File: src/rtl/core/spindle_speed_snap_top_macros.svh
// Assertion macros for the spindle speed table.
// The checks sample on clk and are written inside modules that have clk and rst.
`ifndef SPINDLE_SPEED_SNAP_TOP_MACROS_SVH
`define SPINDLE_SPEED_SNAP_TOP_MACROS_SVH

`ifndef SYNTHESIS

// Check that is switched off while reset is high.
`define SSNAP_ASSERT(label, prop) \
  label: assert property (@(posedge clk) disable iff (rst) prop) \
    else $error("spindle_speed_snap: check failed");

// Check that also holds while reset is high.
`define SSNAP_ASSERT_ALWAYS(label, prop) \
  label: assert property (@(posedge clk) prop) \
    else $error("spindle_speed_snap: check failed");

`else

`define SSNAP_ASSERT(label, prop)
`define SSNAP_ASSERT_ALWAYS(label, prop)

`endif

`endif

File: src/rtl/core/ssnap_pkg.sv
`default_nettype none

package ssnap_pkg;

  // Width of every rpm value.
  localparam int SPEED_W = 20;

  // Item modes.
  localparam logic [1:0] MODE_NORM      = 2'd0;
  localparam logic [1:0] MODE_ADD_RANGE = 2'd1;
  localparam logic [1:0] MODE_ADD_DISC  = 2'd2;

  // Result status codes.
  localparam logic [1:0] ST_OK   = 2'd0;
  localparam logic [1:0] ST_TOL  = 2'd1;
  localparam logic [1:0] ST_FULL = 2'd2;

  // Register byte address of the tolerance register.
  localparam logic [1:0] REG_TOLERANCE = 2'd0;

  // Control from the sequencer to the nearest-entry unit.
  typedef struct packed {
    logic clear;
    logic sample;
  } scan_ctl_t;

  // Running search result.
  typedef struct packed {
    logic                 found;
    logic                 contained;
    logic [SPEED_W-1:0]   gap;
    logic [SPEED_W-1:0]   target;
  } best_t;

endpackage

`default_nettype wire

File: src/rtl/core/ssnap_best.sv
`default_nettype none

// Nearest-entry tracker: takes one table entry per sample and keeps the
// closest boundary seen so far, with ties going to the lower target; it also flags an entry that contains the speed.
module ssnap_best (
  input  wire logic                          clk,
  input  wire logic                          rst,
  input  wire ssnap_pkg::scan_ctl_t          ctl,
  input  wire logic [ssnap_pkg::SPEED_W-1:0] speed,
  input  wire logic [ssnap_pkg::SPEED_W-1:0] entry_low,
  input  wire logic [ssnap_pkg::SPEED_W-1:0] entry_high,
  output ssnap_pkg::best_t                   best
);

  logic                          below;
  logic                          above;
  logic [ssnap_pkg::SPEED_W-1:0] gap;
  logic [ssnap_pkg::SPEED_W-1:0] target;
  logic                          better;

  // Distance and target of the current entry.
  always_comb begin
    below  = speed < entry_low;
    above  = speed > entry_high;
    gap    = below ? (entry_low - speed) : (speed - entry_high);
    target = below ? entry_low : entry_high;
    better = !best.found || (gap < best.gap) ||
             ((gap == best.gap) && (target < best.target));
  end

  // Flags carry reset; distance and target are only read once found is set.
  always_ff @(posedge clk) begin
    if (rst) begin
      best.found     <= 1'b0;
      best.contained <= 1'b0;
    end else if (ctl.clear) begin
      best.found     <= 1'b0;
      best.contained <= 1'b0;
    end else if (ctl.sample) begin
      if (!below && !above) begin
        best.contained <= 1'b1;
      end else if (better) begin
        best.found <= 1'b1;
      end
    end
    if (ctl.sample && (below || above) && better) begin
      best.gap    <= gap;
      best.target <= target;
    end
  end

endmodule

`default_nettype wire

File: src/rtl/core/spindle_speed_snap_top.sv
// Add items, unknown modes and normalise on an empty table go from idle to S_FIN,
// then the result is loaded into the output register once that register is free. Other
// normalise items read the stored entries one by one in S_SCAN, then pass S_DRAIN and S_FIN.
// One item is in work at a time; the next is taken once the result is in the output register.
// Reset (rst, synchronous) empties the table and clears tolerance and out_valid.
`default_nettype none
`include "spindle_speed_snap_top_macros.svh"

module spindle_speed_snap_top #(
  parameter int TABLE_DEPTH = 16
) (
  input  wire logic                          clk,
  input  wire logic                          rst,
  // Input item channel.
  input  wire logic                          in_valid,
  output logic                               in_stall,
  input  wire logic [1:0]                    mode,
  input  wire logic [ssnap_pkg::SPEED_W-1:0] speed,
  input  wire logic [ssnap_pkg::SPEED_W-1:0] range_top,
  // Result item channel.
  output logic                               out_valid,
  input  wire logic                          out_stall,
  output logic [ssnap_pkg::SPEED_W-1:0]      snapped_speed,
  output logic [1:0]                         status,
  // Register port.
  input  wire logic                          psel,
  input  wire logic                          penable,
  input  wire logic                          pwrite,
  input  wire logic [1:0]                    paddr,
  input  wire logic [31:0]                   pwdata,
  output logic [31:0]                        prdata,
  output logic                               pready
);

  localparam int SW = ssnap_pkg::SPEED_W;
  localparam int AW = (TABLE_DEPTH > 1) ? $clog2(TABLE_DEPTH) : 1;
  localparam int CW = $clog2(TABLE_DEPTH + 1);

  localparam logic [1:0] S_IDLE  = 2'd0;
  localparam logic [1:0] S_SCAN  = 2'd1;
  localparam logic [1:0] S_DRAIN = 2'd2;
  localparam logic [1:0] S_FIN   = 2'd3;

  logic [1:0]    state;
  logic [CW-1:0] count;
  logic [AW-1:0] rd_idx;
  logic          rd_vld;
  logic [SW-1:0] tolerance;
  logic [1:0]    item_mode;
  logic [SW-1:0] item_speed;
  logic [1:0]    add_status;

  logic            accept;
  logic            full;
  logic            mem_we;
  logic [2*SW-1:0] mem_wdata;
  logic            rd_en;
  logic [2*SW-1:0] rd_data;
  logic            out_load;
  logic [SW-1:0]   res_speed;
  logic [1:0]      res_status;

  ssnap_pkg::scan_ctl_t ctl;
  ssnap_pkg::best_t     best;

  // Table storage: low in the lower half, high in the upper half.
  logic [2*SW-1:0] entry_mem [TABLE_DEPTH];

  // Register port: tolerance is the only register.
  assign pready = 1'b1;

  always_ff @(posedge clk) begin
    if (rst) begin
      tolerance <= '0;
    end else if (psel && penable && pwrite && (paddr == ssnap_pkg::REG_TOLERANCE)) begin
      tolerance <= pwdata[SW-1:0];
    end
  end

  always_comb begin
    prdata = '0;
    if (paddr == ssnap_pkg::REG_TOLERANCE) begin
      prdata = {{(32-SW){1'b0}}, tolerance};
    end
  end

  // Handshake and table writes. Writes happen only while idle and reads only
  // during the scan, so an entry is never read and written at once.
  assign in_stall  = (state != S_IDLE);
  assign accept    = in_valid && !in_stall;
  assign full      = (count == CW'(TABLE_DEPTH));
  assign mem_we    = accept && !full &&
                     ((mode == ssnap_pkg::MODE_ADD_RANGE) || (mode == ssnap_pkg::MODE_ADD_DISC));
  assign mem_wdata = (mode == ssnap_pkg::MODE_ADD_RANGE) ? {range_top, speed} : {speed, speed};
  assign rd_en     = (state == S_SCAN);
  assign out_load  = (state == S_FIN) && (!out_valid || !out_stall);

  assign ctl.clear  = accept;
  assign ctl.sample = rd_vld;

  always_ff @(posedge clk) begin
    if (mem_we) begin
      entry_mem[count[AW-1:0]] <= mem_wdata;
    end
    if (rd_en) begin
      rd_data <= entry_mem[rd_idx];
    end
  end

  // Sequencer.
  always_ff @(posedge clk) begin
    if (rst) begin
      state  <= S_IDLE;
      count  <= '0;
      rd_idx <= '0;
      rd_vld <= 1'b0;
    end else begin
      rd_vld <= rd_en;
      if (mem_we) begin
        count <= count + CW'(1);
      end
      unique case (state)
        S_IDLE: begin
          rd_idx <= '0;
          if (accept) begin
            if ((mode == ssnap_pkg::MODE_NORM) && (count != '0)) begin
              state <= S_SCAN;
            end else begin
              state <= S_FIN;
            end
          end
        end
        S_SCAN: begin
          rd_idx <= rd_idx + AW'(1);
          if (CW'(rd_idx) == (count - CW'(1))) begin
            state <= S_DRAIN;
          end
        end
        S_DRAIN: begin
          state <= S_FIN;
        end
        S_FIN: begin
          if (out_load) begin
            state <= S_IDLE;
          end
        end
        default: begin
          state <= S_IDLE;
        end
      endcase
    end
  end

  // Item fields and the status of an add, captured at accept.
  always_ff @(posedge clk) begin
    if (accept) begin
      item_mode  <= mode;
      item_speed <= speed;
      if (((mode == ssnap_pkg::MODE_ADD_RANGE) || (mode == ssnap_pkg::MODE_ADD_DISC)) && full) begin
        add_status <= ssnap_pkg::ST_FULL;
      end else begin
        add_status <= ssnap_pkg::ST_OK;
      end
    end
  end

  ssnap_best u_best (
    .clk        (clk),
    .rst        (rst),
    .ctl        (ctl),
    .speed      (item_speed),
    .entry_low  (rd_data[SW-1:0]),
    .entry_high (rd_data[2*SW-1:SW]),
    .best       (best)
  );

  // Final result of the item.
  always_comb begin
    res_speed  = '0;
    res_status = add_status;
    if (item_mode == ssnap_pkg::MODE_NORM) begin
      if (!best.found || best.contained) begin
        res_speed  = item_speed;
        res_status = ssnap_pkg::ST_OK;
      end else if (best.gap > tolerance) begin
        res_status = ssnap_pkg::ST_TOL;
      end else begin
        res_speed  = best.target;
        res_status = ssnap_pkg::ST_OK;
      end
    end
  end

  // Output register.
  always_ff @(posedge clk) begin
    if (rst) begin
      out_valid <= 1'b0;
    end else if (out_load) begin
      out_valid <= 1'b1;
    end else if (!out_stall) begin
      out_valid <= 1'b0;
    end
  end

  always_ff @(posedge clk) begin
    if (out_load) begin
      snapped_speed <= res_speed;
      status        <= res_status;
    end
  end

  // The fill count never passes the table size.
  `SSNAP_ASSERT(a_count_bound, count <= CW'(TABLE_DEPTH))
  // A table write only happens with a free slot.
  `SSNAP_ASSERT(a_write_free, mem_we |-> (count < CW'(TABLE_DEPTH)))
  // Every entry read has been folded in before the result is formed.
  `SSNAP_ASSERT(a_fin_drained, (state == S_FIN) |-> !rd_vld)
  // A full table report carries no speed.
  `SSNAP_ASSERT_ALWAYS(a_full_zero,
    (out_valid && (status == ssnap_pkg::ST_FULL)) |-> (snapped_speed == '0))

endmodule

`default_nettype wire
File: config.mk
export PLATFORM = sky130hd
export DESIGN_NAME = spindle_speed_snap_top
export DESIGN_NICKNAME = d
export VERILOG_FILES = /design/src/rtl/core/ssnap_pkg.sv /design/src/rtl/core/ssnap_best.sv /design/src/rtl/core/spindle_speed_snap_top.sv
export VERILOG_INCLUDE_DIRS = /design/src /design/src/rtl/core
export SDC_FILE = /design/constraint.sdc
export NUM_CORES = 1
export LEC_CHECK = 0
export ABC_CLOCK_PERIOD_IN_PS = 21700
export BUFFER_PORTS_ARGS = -buffer_cell sky130_fd_sc_hd__buf_2
export CORE_ASPECT_RATIO = 1.5
export CORE_MARGIN = 5
export CORE_UTILIZATION = 66
export DETAILED_ROUTE_END_ITERATION = 12
export GPL_TIMING_DRIVEN = 0
export HOLD_SLACK_MARGIN = 0.15
export PLACE_DENSITY = 0.8
export SYNTH_ARGS = -nofsm -noshare
export SYNTH_HDL_FRONTEND = slang
export SYNTH_SLANG_ARGS = --single-unit
File: constraint.sdc
create_clock -name clk -period 21.7 [get_ports clk]
set_input_delay 1.085 -clock clk [delete_from_list [all_inputs] [get_ports clk]]
set_output_delay 1.085 -clock clk [all_outputs]
set_load 0.02 [all_outputs]
# Word level (Yosys, flattened, before mapping)
# Memories as Yosys holds them, arrays and structs flattened. A register that Yosys moved wholly into a read port is not among the register bits.
# Cells that the tools add are included.
# W data, S select, Z words.
[word_totals]
latchBits = 0
out_inout_bits = 57
romBits = 0
regBits = 121
inputBits = 83
ramBits = 640
memories = 1
[mem_list]
columns = ["name", "words", "word_bits", "read_ports", "rd_clocked_by_memory_dff", "write_ports", "line", "text"]
rows = [
  ["entry_mem", 16, 40, 1, 1, 1, "spindle_speed_snap_top.sv:67", "logic [2*SW-1:0] entry_mem [TABLE_DEPTH];"],
]
[op_classes]
div_mod_pow = 0
bitwise = 1
reduce_logical = 37
n_shift = 0
n_eq_ne = 12
mux = 20
mul = 0
order_cmp = 5
add_sub_neg = 5
[ops]
columns = ["op", "count"]
rows = [
  ["$mux W20", 5],
  ["$lt A20 B20 Y1", 3],
  ["$gt A20 B20 Y1", 2],
  ["$mux W40", 1],
  ["$sub A20 B20 Y20", 2],
  ["$eq A20 B20 Y1", 1],
  ["$logic_and A1 B1 Y1", 13],
  ["$mux W2", 6],
  ["$logic_not A2 Y1", 4],
  ["$pmux W2 S4", 1],
  ["$pmux W4 S2", 1],
  ["$logic_not A1 Y1", 7],
  ["$eq A2 B2 Y1 const B", 3],
  ["$logic_or A1 B1 Y1", 6],
  ["$mux W1", 6],
  ["$reduce_and A3 Y1", 2],
  ["$add A5 B1 Y5 const B", 1],
  ["$eq A4 B5 Y1", 1],
  ["$eq A5 B5 Y1 const B", 1],
  ["$reduce_bool A5 Y1", 1],
  ["$sub A5 B1 Y5 const B", 1],
  ["$add A4 B1 Y4 const B", 1],
  ["$eq A2 B1 Y1 const B", 2],
  ["$ne A2 B1 Y1 const B", 2],
  ["5 further kinds", 7],
]

# Depth between registers and ports, before layout
# Gate-level depths: netlist (run 1).
[logic_depth]
word_depth = 7
depth_mapped = 21
depth_no_buf = 19

# Cells and area by module
# Synthesis (run 1) repeated with hierarchy kept, for this count alone.
[hier_totals]
cells_unflattened = 2007
hier_area_um2 = 34908.5
[by_module_without_submodules]
columns = ["module", "area_per_inst_um2", "seq_area_each_um2", "cells_per_inst", "instances"]
rows = [
  ["spindle_speed_snap_top", 30277.8, 22431.5, 1457, 1],
  ["ssnap_best", 4630.7, 1241.2, 550, 1],
]

# Worst setup path after synthesis (run 1)
# No wires, ideal clock.
[synth_path]
path_type = "reg-to-reg"
start = "reg rd_data[0], read port of entry_mem"
end = "reg, netlist name u_best.best[0]"
synth_period_minus_slack_ns = 7.161
slack_ns = 14.539
t_arrival_ns = 6.674
required_time_ns = 21.213
path_stages_with_launch = 22
n_path_buf = 2
cell_sequence = "edfxtp_1 > inv_1 > ha_1 > inv_1 > fa_1 > a211oi_2 > o21ai_1 > and3_1 > o211ai_2 > nand2_1 > buf_2 > clkbuf_1 > nand3_1 > o21ai_0 > ha_1 > nand4_1 > or3_1 > nor3_1 > o311ai_0 > nor4_1 > a31oi_1 > nor3_1"
[synth_via]
elab_chain_cells = 6
word_cells_on_any_way = 13
[synth_rtl]
columns = ["element", "line", "text"]
rows = [
  ["from (decl)", "spindle_speed_snap_top.sv:58", "logic [2*SW-1:0] rd_data;"],
  ["$sub A20 B20 Y20 / $lt A20 B20 Y1 (equally long branches)", "ssnap_best.sv:25, ssnap_best.sv:23", ""],
  ["$mux W20 (*)", "ssnap_best.sv:25", "gap = below ? (entry_low - speed) : (speed - entry_high);"],
  ["via u_best.gap, one bit", "ssnap_best.sv:17", "logic [ssnap_pkg::SPEED_W-1:0] gap;"],
  ["$lt A20 B20 Y1 / $eq A20 B20 Y1 (equally long branches)", "ssnap_best.sv:27, ssnap_best.sv:28", ""],
  ["$logic_or A1 B1 Y1 / $logic_and A1 B1 Y1 (equally long branches)", "ssnap_best.sv:27, ssnap_best.sv:28", ""],
  ["$logic_or A1 B1 Y1 (*)", "ssnap_best.sv:27", "better = !best.found || (gap < best.gap) ||"],
  ["$logic_and A1 B1 Y1 (*)", "ssnap_best.sv:46", "if (ctl.sample && (below || above) && better) begin"],
]
# Mark *: on every way through the listed nets, which the timed path passes. The rest lies on a longest branch.
# A chain may end at the register's enable or synchronous reset.

# Final worst setup path (run 1)
[layout_path]
start = "reg rd_data[0], read port of entry_mem"
end = "reg, netlist name u_best.best[11]"
[layout_via]
elab_chain_cells = 6
word_cells_on_any_way = 13
[layout_rtl]
columns = ["element", "line"]
rows = [
  ["$sub A20 B20 Y20 / $lt A20 B20 Y1 (equally long branches)", "ssnap_best.sv:25, ssnap_best.sv:23"],
  ["$mux W20 (*)", "ssnap_best.sv:25"],
  ["via u_best.gap, one bit", "ssnap_best.sv:17"],
  ["$lt A20 B20 Y1 / $eq A20 B20 Y1 (equally long branches)", "ssnap_best.sv:27, ssnap_best.sv:28"],
  ["$logic_or A1 B1 Y1 / $logic_and A1 B1 Y1 (equally long branches)", "ssnap_best.sv:27, ssnap_best.sv:28"],
  ["$logic_or A1 B1 Y1 (*)", "ssnap_best.sv:27"],
  ["$logic_and A1 B1 Y1 (*)", "ssnap_best.sv:46"],
]
# Marked as above.

==> run_results.csv, run 1 <==
group,metric,value,unit
clock_tree,cts_tree,"yes",
timing,skew,0.0264,ns
setup_path,crit_type,"reg -> reg",
grt,grt_overflow_total,0,
setup_path,cp.buffers_inverters,6,
synthesis,yosysMostFrequentCell,"edfxtp_1",
timing,fin_hold_ws,0.461,ns
floorplan,row_count,102,
place,place_congestion,0.939,
setup_path,cp-start-kind,"register",
detailed_routing,drt_iter0_drc,2149,
setup_path,critPathTopFamily,"simple AND/OR/NAND/NOR gates",
synthesis,synth_edf_count,765,
floorplan,dieArea,56400,um2
clock_tree,ctsLongestPathBuffers,3,
clock_tree,holdBufCountCts,0,
synthesis,synth_area,34100,um2
timing,fmax,128,MHz
place,dpl.hpwl,62300,um
setup_path,end_kind,"register",
pwr,leakage,0.0130,uW
grt,grt.total_usage,0.335,
clock_tree,cts_root_buf,"clkbuf_16",
place,post-place-cells,2756,
grt,antenna_found_initial,6,
synthesis,async_reset_ff_frac,0,
grt,grt_pass1_wl,135000,um
place,portBuffers,113,
timing,rsz0062_at_grt,"false",
clock_tree,clk_pin_slew,0.07,ns
setup_path,r2r_slack,13.88,ns
setup_path,cp.required,22.02,ns
synthesis,synthAdderAreaFrac,0.0419,
timing,final_max_slew_viol_count,0,
timing,fin_crit_sh,0.360,
synthesis,yosysWarnings,0,
clock_tree,cts.sinks,800,
detailed_routing,totalWireLength,92700,um
final_layout,drive_gt1_frac,0.252,
min_path,hold_class,"reg -> reg",
clock_tree,htreeDepth,3,
synthesis,seq_area_frac_synth,0.694,
grt,grt_max_degree,37,
synthesis,syn_inst,1917,
timing,finalCriticalPeriod,7.82,ns
clock_tree,post_cts_buffers,0,
setup_path,arrival,8.13,ns
detailed_routing,ant_nets,0,
synthesis,yosysTopAreaCellShare,0.674,
clock_tree,cts_resized,0,
synthesis,yosys_register_bits,800,
synthesis,synthTopCellsByArea,"edfxtp_1 67%, mux4_2 13%, ha_1 4.1%",
clock_tree,insertion_delay,0.64,ns
grt,grt_pass1_vias,20200,
pwr,ir_worst_vdd,94.3,uV
floorplan,core-area,51400,um2
synthesis,synth_top_family_by_area,"multiplexers",
status,status,"finished, final reports clean",
final_layout,instances_no_fill,2887,
setup_path,crit_fanout,13,
detailed_routing,routed-via-count,19600,
synthesis,synth_flop_cell,"edfxtp_1",
final_layout,finalNetCount,2349,
synthesis,syn_avg_cell_area,17.8,um2
synthesis,synth_compound_area_frac,0.0479,
floorplan,die_w,196,um
detailed_routing,viasPerCell,6.77,
timing,relSlewSlack,0.164,
synthesis,yosys.cell_types.count,76,
clock_tree,cts_buffers,71,
detailed_routing,wl_per_cell,32.1,um
timing,hold_viol_final,0,
synthesis,synth.area.mux_share,0.140,
final_layout,nFillCells,2869,
place,placed_cell_area,36300,um2
job,max_cap_violations,0,
timing,worstMarginPinSlew,1.25,ns
floorplan,die_h,288,um
detailed_routing,drc,0,
setup_path,cp_cell_sequence,"inv_1, ha_1, inv_1, fa_1, a211oi_2, o21ai_1, and3_1, o211ai_2, nand2_1, buf_2, clkbuf_1, nand3_1, o21ai_0, ha_1, nand4_1, or3_1, nor3_1, o311ai_0, nor4_1, a31oi_1, nor3_2, buf_6, buf_6",
synthesis,synthXorXnorAreaFrac,0.00848,
timing,tns,0,ns
synthesis,yosysTopAreaCell,"edfxtp_1",
final_layout,syn_to_final_growth,13.3,%
setup_path,cp_slowest_stage_delay,0.87,ns
synthesis,synth_commonest_cells,"765 x edfxtp_1, 200 x mux4_2, 113 x inv_1",
floorplan,initial_core_util,0.663,
setup_path,critPathSlowestCell,"nor4_1",
detailed_routing,dr.pass1.iters,7,
floorplan,io_pins,140,
timing,setup_violations,0,
pwr,powerDensity,112,nW/um2
final_layout,final_area,38600,um2
synthesis,synth-simple-area-share,0.0419,
==> layout by cell type, fill, tap and decap left out, drive strengths merged, types with 4 or more instances in the layout <==
cell type  synthesis  routed
mux2              22      22
and3               6       6
a31oi              4       4
or3                4       4
clkinvlp           0       4
a211oi             7       7
o21a              15      15
ha               111     111
dfxtp             35      35
a22o              20      20
xor2              18      18
o2111ai            4       4
inv              113     118
nand4             22      22
a21o              21      21
clkinv             0      31
a21oi             72      72
nand3             15      15
nor4               5       5
nor2              55      55
nor2b             16      16
and4               5       5
nor3b              4       4
nand2            106     106
conb               2      13
buf               46     198
mux4             200     200
o211ai             7       7
o21ai             55      55
nand2b             8       8
clkbuf            46     127
nor3              38      38
bufinv             0       8
edfxtp           765     765
xnor2             15      15
==> metal layers <==
| layer | GRT usage | share of wire | vias to the layer above |
|---|---|---|---|
| met5 | 0 | 0.00056 | - |
| met3 | 0.0592 | 0.085 | 302 |
| met2 | 0.589 | 0.53 | 1267 |
| met1 | 0.396 | 0.33 | 9868 |
| met4 | 0.180 | 0.061 | 8 |
| li1 | - | - | 8111 |
==> flip-flops by register name, indices dropped and copies added, names as in the netlist <==
register and count:
u_best.best 42, item_mode 2, entry_mem 640, rd_vld 1, item_speed 20, rd_idx 4
snapped_speed 20, add_status 1, state 2, out_valid 1, rd_data 40, count 5
status 2, tolerance 20
==> kinds of logic (layout without fill, tap and decap cells) <==
family,after synthesis,after routing
DFF,800,800
and+or+nand+nor,294,294
AOI/OAI and AO/OA,247,247
muxes,223,223
buffers and inverters,205,486
adders and majority gates,113,113
xor gates and xnor gates,33,33
other,2,15
==> final timing paths <==
check	startpoint	end	cells after the start
min	tolerance[4]	tolerance[4]	2
min reg2reg	tolerance[4]	tolerance[4]	2
max reg2reg	rd_data[0]	u_best.best[11]	23
max	rd_data[0]	u_best.best[11]	23
==> final cells by class <==
| cell class | instances | area [um2] | area share |
|---|---|---|---|
| repair buffers | 152 | 1180 | 0.0305 |
| inverters | 113 | 424 | 0.0110 |
| clock inverters | 48 | 497 | 0.0129 |
| flip-flops and latches | 800 | 23700 | 0.613 |
| diodes | 2 | 5.00 | 0.000130 |
| plain buffers | 92 | 445 | 0.0115 |
| clock buffers | 81 | 1840 | 0.0475 |
| well taps | 676 | 846 | 0.0219 |
| multi-input cells | 923 | 9710 | 0.252 |
==> worst min-delay path, cell delays in order (launching register included) <==
cell and delay (ns):
dfxtp_1 0.31, nand2_1 0.05, a21oi_1 0.05
==> power by group <==
part           internal (uW)  switching [uW]  total, uW  leakage (uW)
Clock                    712             575       1290       0.00114
Sequential              1820            53.8       1870       0.00720
Combinational            459             697       1160       0.00465
Total                   2990            1330       4310        0.0130
==> stage by stage <==
| stage | util | setup WS [ns] | power, uW |
|---|---|---|---|
| 6_report | 0.751 | 13.88 | 4310 |
| 5_1_grt | 0.751 | 13.60 | 4490 |
| 4_1_cts | 0.751 | 13.83 | 4310 |
| 3_5_place_dp | 0.705 | 13.85 | 3030 |
| 3_3_place_gp | 0.691 | 10.67 | 2980 |
| 2_1_floorplan | - | 14.54 | 2650 |
No activity file was read; power rests on OpenSTA's default activity.
==> inputs of run 2 (changes only) <==
--- a/config.mk
+++ b/config.mk
@@ -6,15 +6,16 @@
 export SDC_FILE = /design/constraint.sdc
 export NUM_CORES = 1
 export LEC_CHECK = 0
-export ABC_CLOCK_PERIOD_IN_PS = 21700
+export ABC_AREA = 1
+export ABC_CLOCK_PERIOD_IN_PS = 6620
 export BUFFER_PORTS_ARGS = -buffer_cell sky130_fd_sc_hd__buf_2
 export CORE_ASPECT_RATIO = 1.5
 export CORE_MARGIN = 5
-export CORE_UTILIZATION = 66
+export CORE_UTILIZATION = 56
 export DETAILED_ROUTE_END_ITERATION = 12
 export GPL_TIMING_DRIVEN = 0
 export HOLD_SLACK_MARGIN = 0.15
-export PLACE_DENSITY = 0.8
+export PLACE_DENSITY = 0.72
 export SYNTH_ARGS = -nofsm -noshare
 export SYNTH_HDL_FRONTEND = slang
 export SYNTH_SLANG_ARGS = --single-unit
==> constraint.sdc (replaced) <==
create_clock -name clk -period 6.62 [get_ports clk]
set_input_delay 0.331 -clock clk [delete_from_list [all_inputs] [get_ports clk]]
set_output_delay 0.331 -clock clk [all_outputs]
set_load 0.02 [all_outputs]
==> run 2 against run 1 <==
Net effect: first-iteration DRC count grew 24%; critical path depth unchanged; final cell count is 42% higher; clock-buffer cell count grew 10; die area grew 20%; via count rose by 29%; hold slack worse by 0.28 ns; non-clock buffer count grew 99; sequential share of layout area shrank 1.7 points; clock skew down 0.0010 ns; critical path type unchanged; critical endpoint is now u_best.best[12]; largest power group unchanged.
==> run_results.csv, run 2 <==
group,metric,value,unit
status,status,"finished, final reports clean",
detailed_routing,dr.pass1.iters,5,
setup_path,cp.required,6.94,ns
final_layout,diodes,0,
setup_path,reg2reg_depth,23,
timing,hold_viol_final,0,
setup_path,crit_type,"reg -> reg",
min_path,worst_hold_path.endpoint,"item_speed[18]",
setup_path,cp.buffers_inverters,6,
job,max_cap_violations,0,
timing,skew,0.0254,ns
detailed_routing,ant_nets,0,
setup_path,cp-start-kind,"register",
setup_path,arrival,6.08,ns
grt,grt_pass1_vias,25300,
grt,grt_pass1_wl,156000,um
synthesis,synthTopCellsByArea,"edfxtp_1 66%, o21ai_0 6.8%, nor2_1 5.4%",
synthesis,async_reset_ff_frac,0,
floorplan,io_pins,140,
detailed_routing,drt_iter0_drc,2665,
synthesis,synth_area,34800,um2
final_layout,drive_gt1_frac,0.103,
grt,grt_overflow_total,0,
pwr,powerDensity,384,nW/um2
min_path,hold_start,"speed[18]",
clock_tree,htreeDepth,3,
synthesis,yosys_register_bits,800,
timing,setup_violations,0,
synthesis,yosysTopAreaCellShare,0.659,
setup_path,r2r_start,"rd_data[0]",
grt,grt_max_degree,44,
setup_path,critPathTopFamily,"compound AO/OA/AOI/OAI gates",
final_layout,instances_no_fill,4087,
clock_tree,insertion_delay,0.64,ns
timing,rsz0062_at_grt,"false",
final_layout,regArea,23700,um2
clock_tree,cts_resized,0,
final_layout,most-common-layout-cells,"765 x edfxtp_1, 487 x nor2_1, 471 x o21ai_0",
final_layout,syn_to_final_growth,14.1,%
clock_tree,cts_root_buf,"clkbuf_16",
clock_tree,holdBufCountCts,38,
setup_path,cp_slowest_stage_delay,0.75,ns
final_layout,nFillCells,4643,
detailed_routing,drc,0,
synthesis,yosysTopAreaCell,"edfxtp_1",
synthesis,synth_edf_count,765,
setup_path,end_kind,"register",
timing,relSlewSlack,0.266,
grt,grt.total_usage,0.317,
setup_path,crit_fanout,28,
clock_tree,cts_tree,"yes",
detailed_routing,totalWireLength,108000,um
clock_tree,ctsLongestPathBuffers,3,
setup_path,critPathSlowestCell,"a211oi_1",
clock_tree,post_cts_buffers,0,
grt,antenna_found_initial,1,
timing,fin_crit_sh,0.870,
pwr,leakage,0.0142,uW
timing,tns,0,ns
min_path,hold_class,"in -> reg",
clock_tree,cts_buffers,73,
min_path,min_path_cells,1,
final_layout,final_common_cell,"edfxtp_1",
floorplan,die_h,315,um
floorplan,die_w,214,um
final_layout,finalNetCount,3427,
final_layout,largest_register_ff_count,640,
floorplan,row_count,112,
detailed_routing,routed-via-count,25200,
floorplan,initial_core_util,0.562,
synthesis,yosysMostFrequentCell,"edfxtp_1",
clock_tree,cts.sinks,800,
setup_path,r2r_slack,0.86,ns
synthesis,yosysWarnings,0,
setup_path,reg2reg_to,"u_best.best[12]",
timing,final_max_slew_viol_count,0,
synthesis,syn_avg_cell_area,11.7,um2
floorplan,core-area,61900,um2
setup_path,critPathLaunch,"rd_data[0]",
synthesis,synth_flop_cell,"edfxtp_1",
final_layout,multi_input_area,9890,um2
place,portBuffers,114,
timing,fmax,174,MHz
place,place_congestion,0.983,
floorplan,dieArea,67400,um2
setup_path,cp_cell_sequence,"inv_1, ha_1, inv_1, fa_1, nand3_1, nand2_2, nand2_1, nand3_2, nand2_2, buf_6, buf_2, nor2_1, nor2_1, inv_1, ha_1, a21oi_1, o21ai_0, nand2_1, a21oi_1, a211oi_1, nor2_1, a21oi_4, buf_12",
place,dpl.hpwl,79400,um
synthesis,seq_area_frac_synth,0.680,
place,post-place-cells,3916,
synthesis,synth_commonest_cells,"765 x edfxtp_1, 503 x nor2_1, 471 x o21ai_0",
detailed_routing,wl_per_cell,26.4,um
pwr,ir_worst_vdd,269,uV
timing,worstMarginPinSlew,1.10,ns
timing,finalCriticalPeriod,5.76,ns
pwr,finalPower,15200,uW
timing,fin_hold_ws,0.184,ns
synthesis,syn_inst,2974,
synthesis,yosys.cell_types.count,49,
detailed_routing,viasPerCell,6.16,
clock_tree,clk_pin_slew,0.07,ns
==> run 2: cell count changes in the layout (fill, tap and decap cells not counted), sizes merged, moves of 71 or more <==
cell | previous run | this run
inv | 118 | 189
nor2 | 55 | 505
nand2 | 106 | 223
a21oi | 72 | 145
o21ai | 55 | 476
clkbuf | 127 | 219
o22ai | 2 | 195
mux4 | 200 | 0
==> run 2: cells by family after synthesis <==
group,count (synthesis),share of synthesized area
AO/OA/AOI/OAI,862,0.135
buffers and inverters,360,0.0415
multiplexers,25,0.00790
adder cells (fa/ha/maj),113,0.0410
XOR/XNOR,24,0.00603
other,2,0.000216
flip-flops,800,0.680
AND/OR/NAND/NOR,788,0.0893
==> run 2: where the power goes <==
group | internal [uW] | switching (uW)
registers | 5990 | 195
logic | 1400 | 3410
clock network | 2410 | 1850
total | 9790 | 5460
==> run 2: through the flow <==
stage	area [um2]	setup slack (ns)	util
3_3_place_gp	36400	-0.0860	0.588
3_5_place_dp	37000	0.869	0.597
4_1_cts	39700	0.838	0.642
2_1_floorplan	34900	1.88	-
5_1_grt	39700	0.636	0.642
6_report	39700	0.863	0.642
==> run 2: final cells by class <==
cell class	instances	share of cell area
clock inverters	42	0.00948
well taps	798	0.0251
repair buffers	171	0.0334
inverters	188	0.0178
plain buffers	172	0.0186
flip-flops and latches	800	0.596
multi-input cells	1825	0.249
clock buffers	91	0.0509
==> run 2: worst max path at each step <==
stage                                  to  slack (ns)  cells past startpoint
after floorplan            u_best.best[0]        1.88                     25
after detailed placement  u_best.best[15]        0.87                     23
final                     u_best.best[12]        0.86                     23
after global routing      u_best.best[31]        0.64                     23
after CTS                 u_best.best[15]        0.84                     23
after global placement    u_best.best[15]       -0.09                     22
==> run 2: worst reg2reg max path, cell delays in order, from the launching register on <==
cell and delay [ns]:
edfxtp_1 0.47, inv_1 0.10, ha_1 0.13, inv_1 0.11
fa_1 0.54, nand3_1 0.16, nand2_2 0.13, nand2_1 0.11
nand3_2 0.09, nand2_2 0.10, buf_6 0.18, buf_2 0.32
nor2_1 0.09, nor2_1 0.22, inv_1 0.09, ha_1 0.32
a21oi_1 0.12, o21ai_0 0.23, nand2_1 0.12, a21oi_1 0.09
a211oi_1 0.75, nor2_1 0.17, a21oi_4 0.51, buf_12 0.26
==> run 2: metal layers <==
layer,vias to the layer above,track usage,wire length (um),share of wire
met3,393,0.0488,8150,0.076
li1,11300,-,-,-
met5,-,0,13,0.00012
met1,12100,0.332,34200,0.32
met2,1459,0.566,55500,0.52
met4,2,0.236,9870,0.092
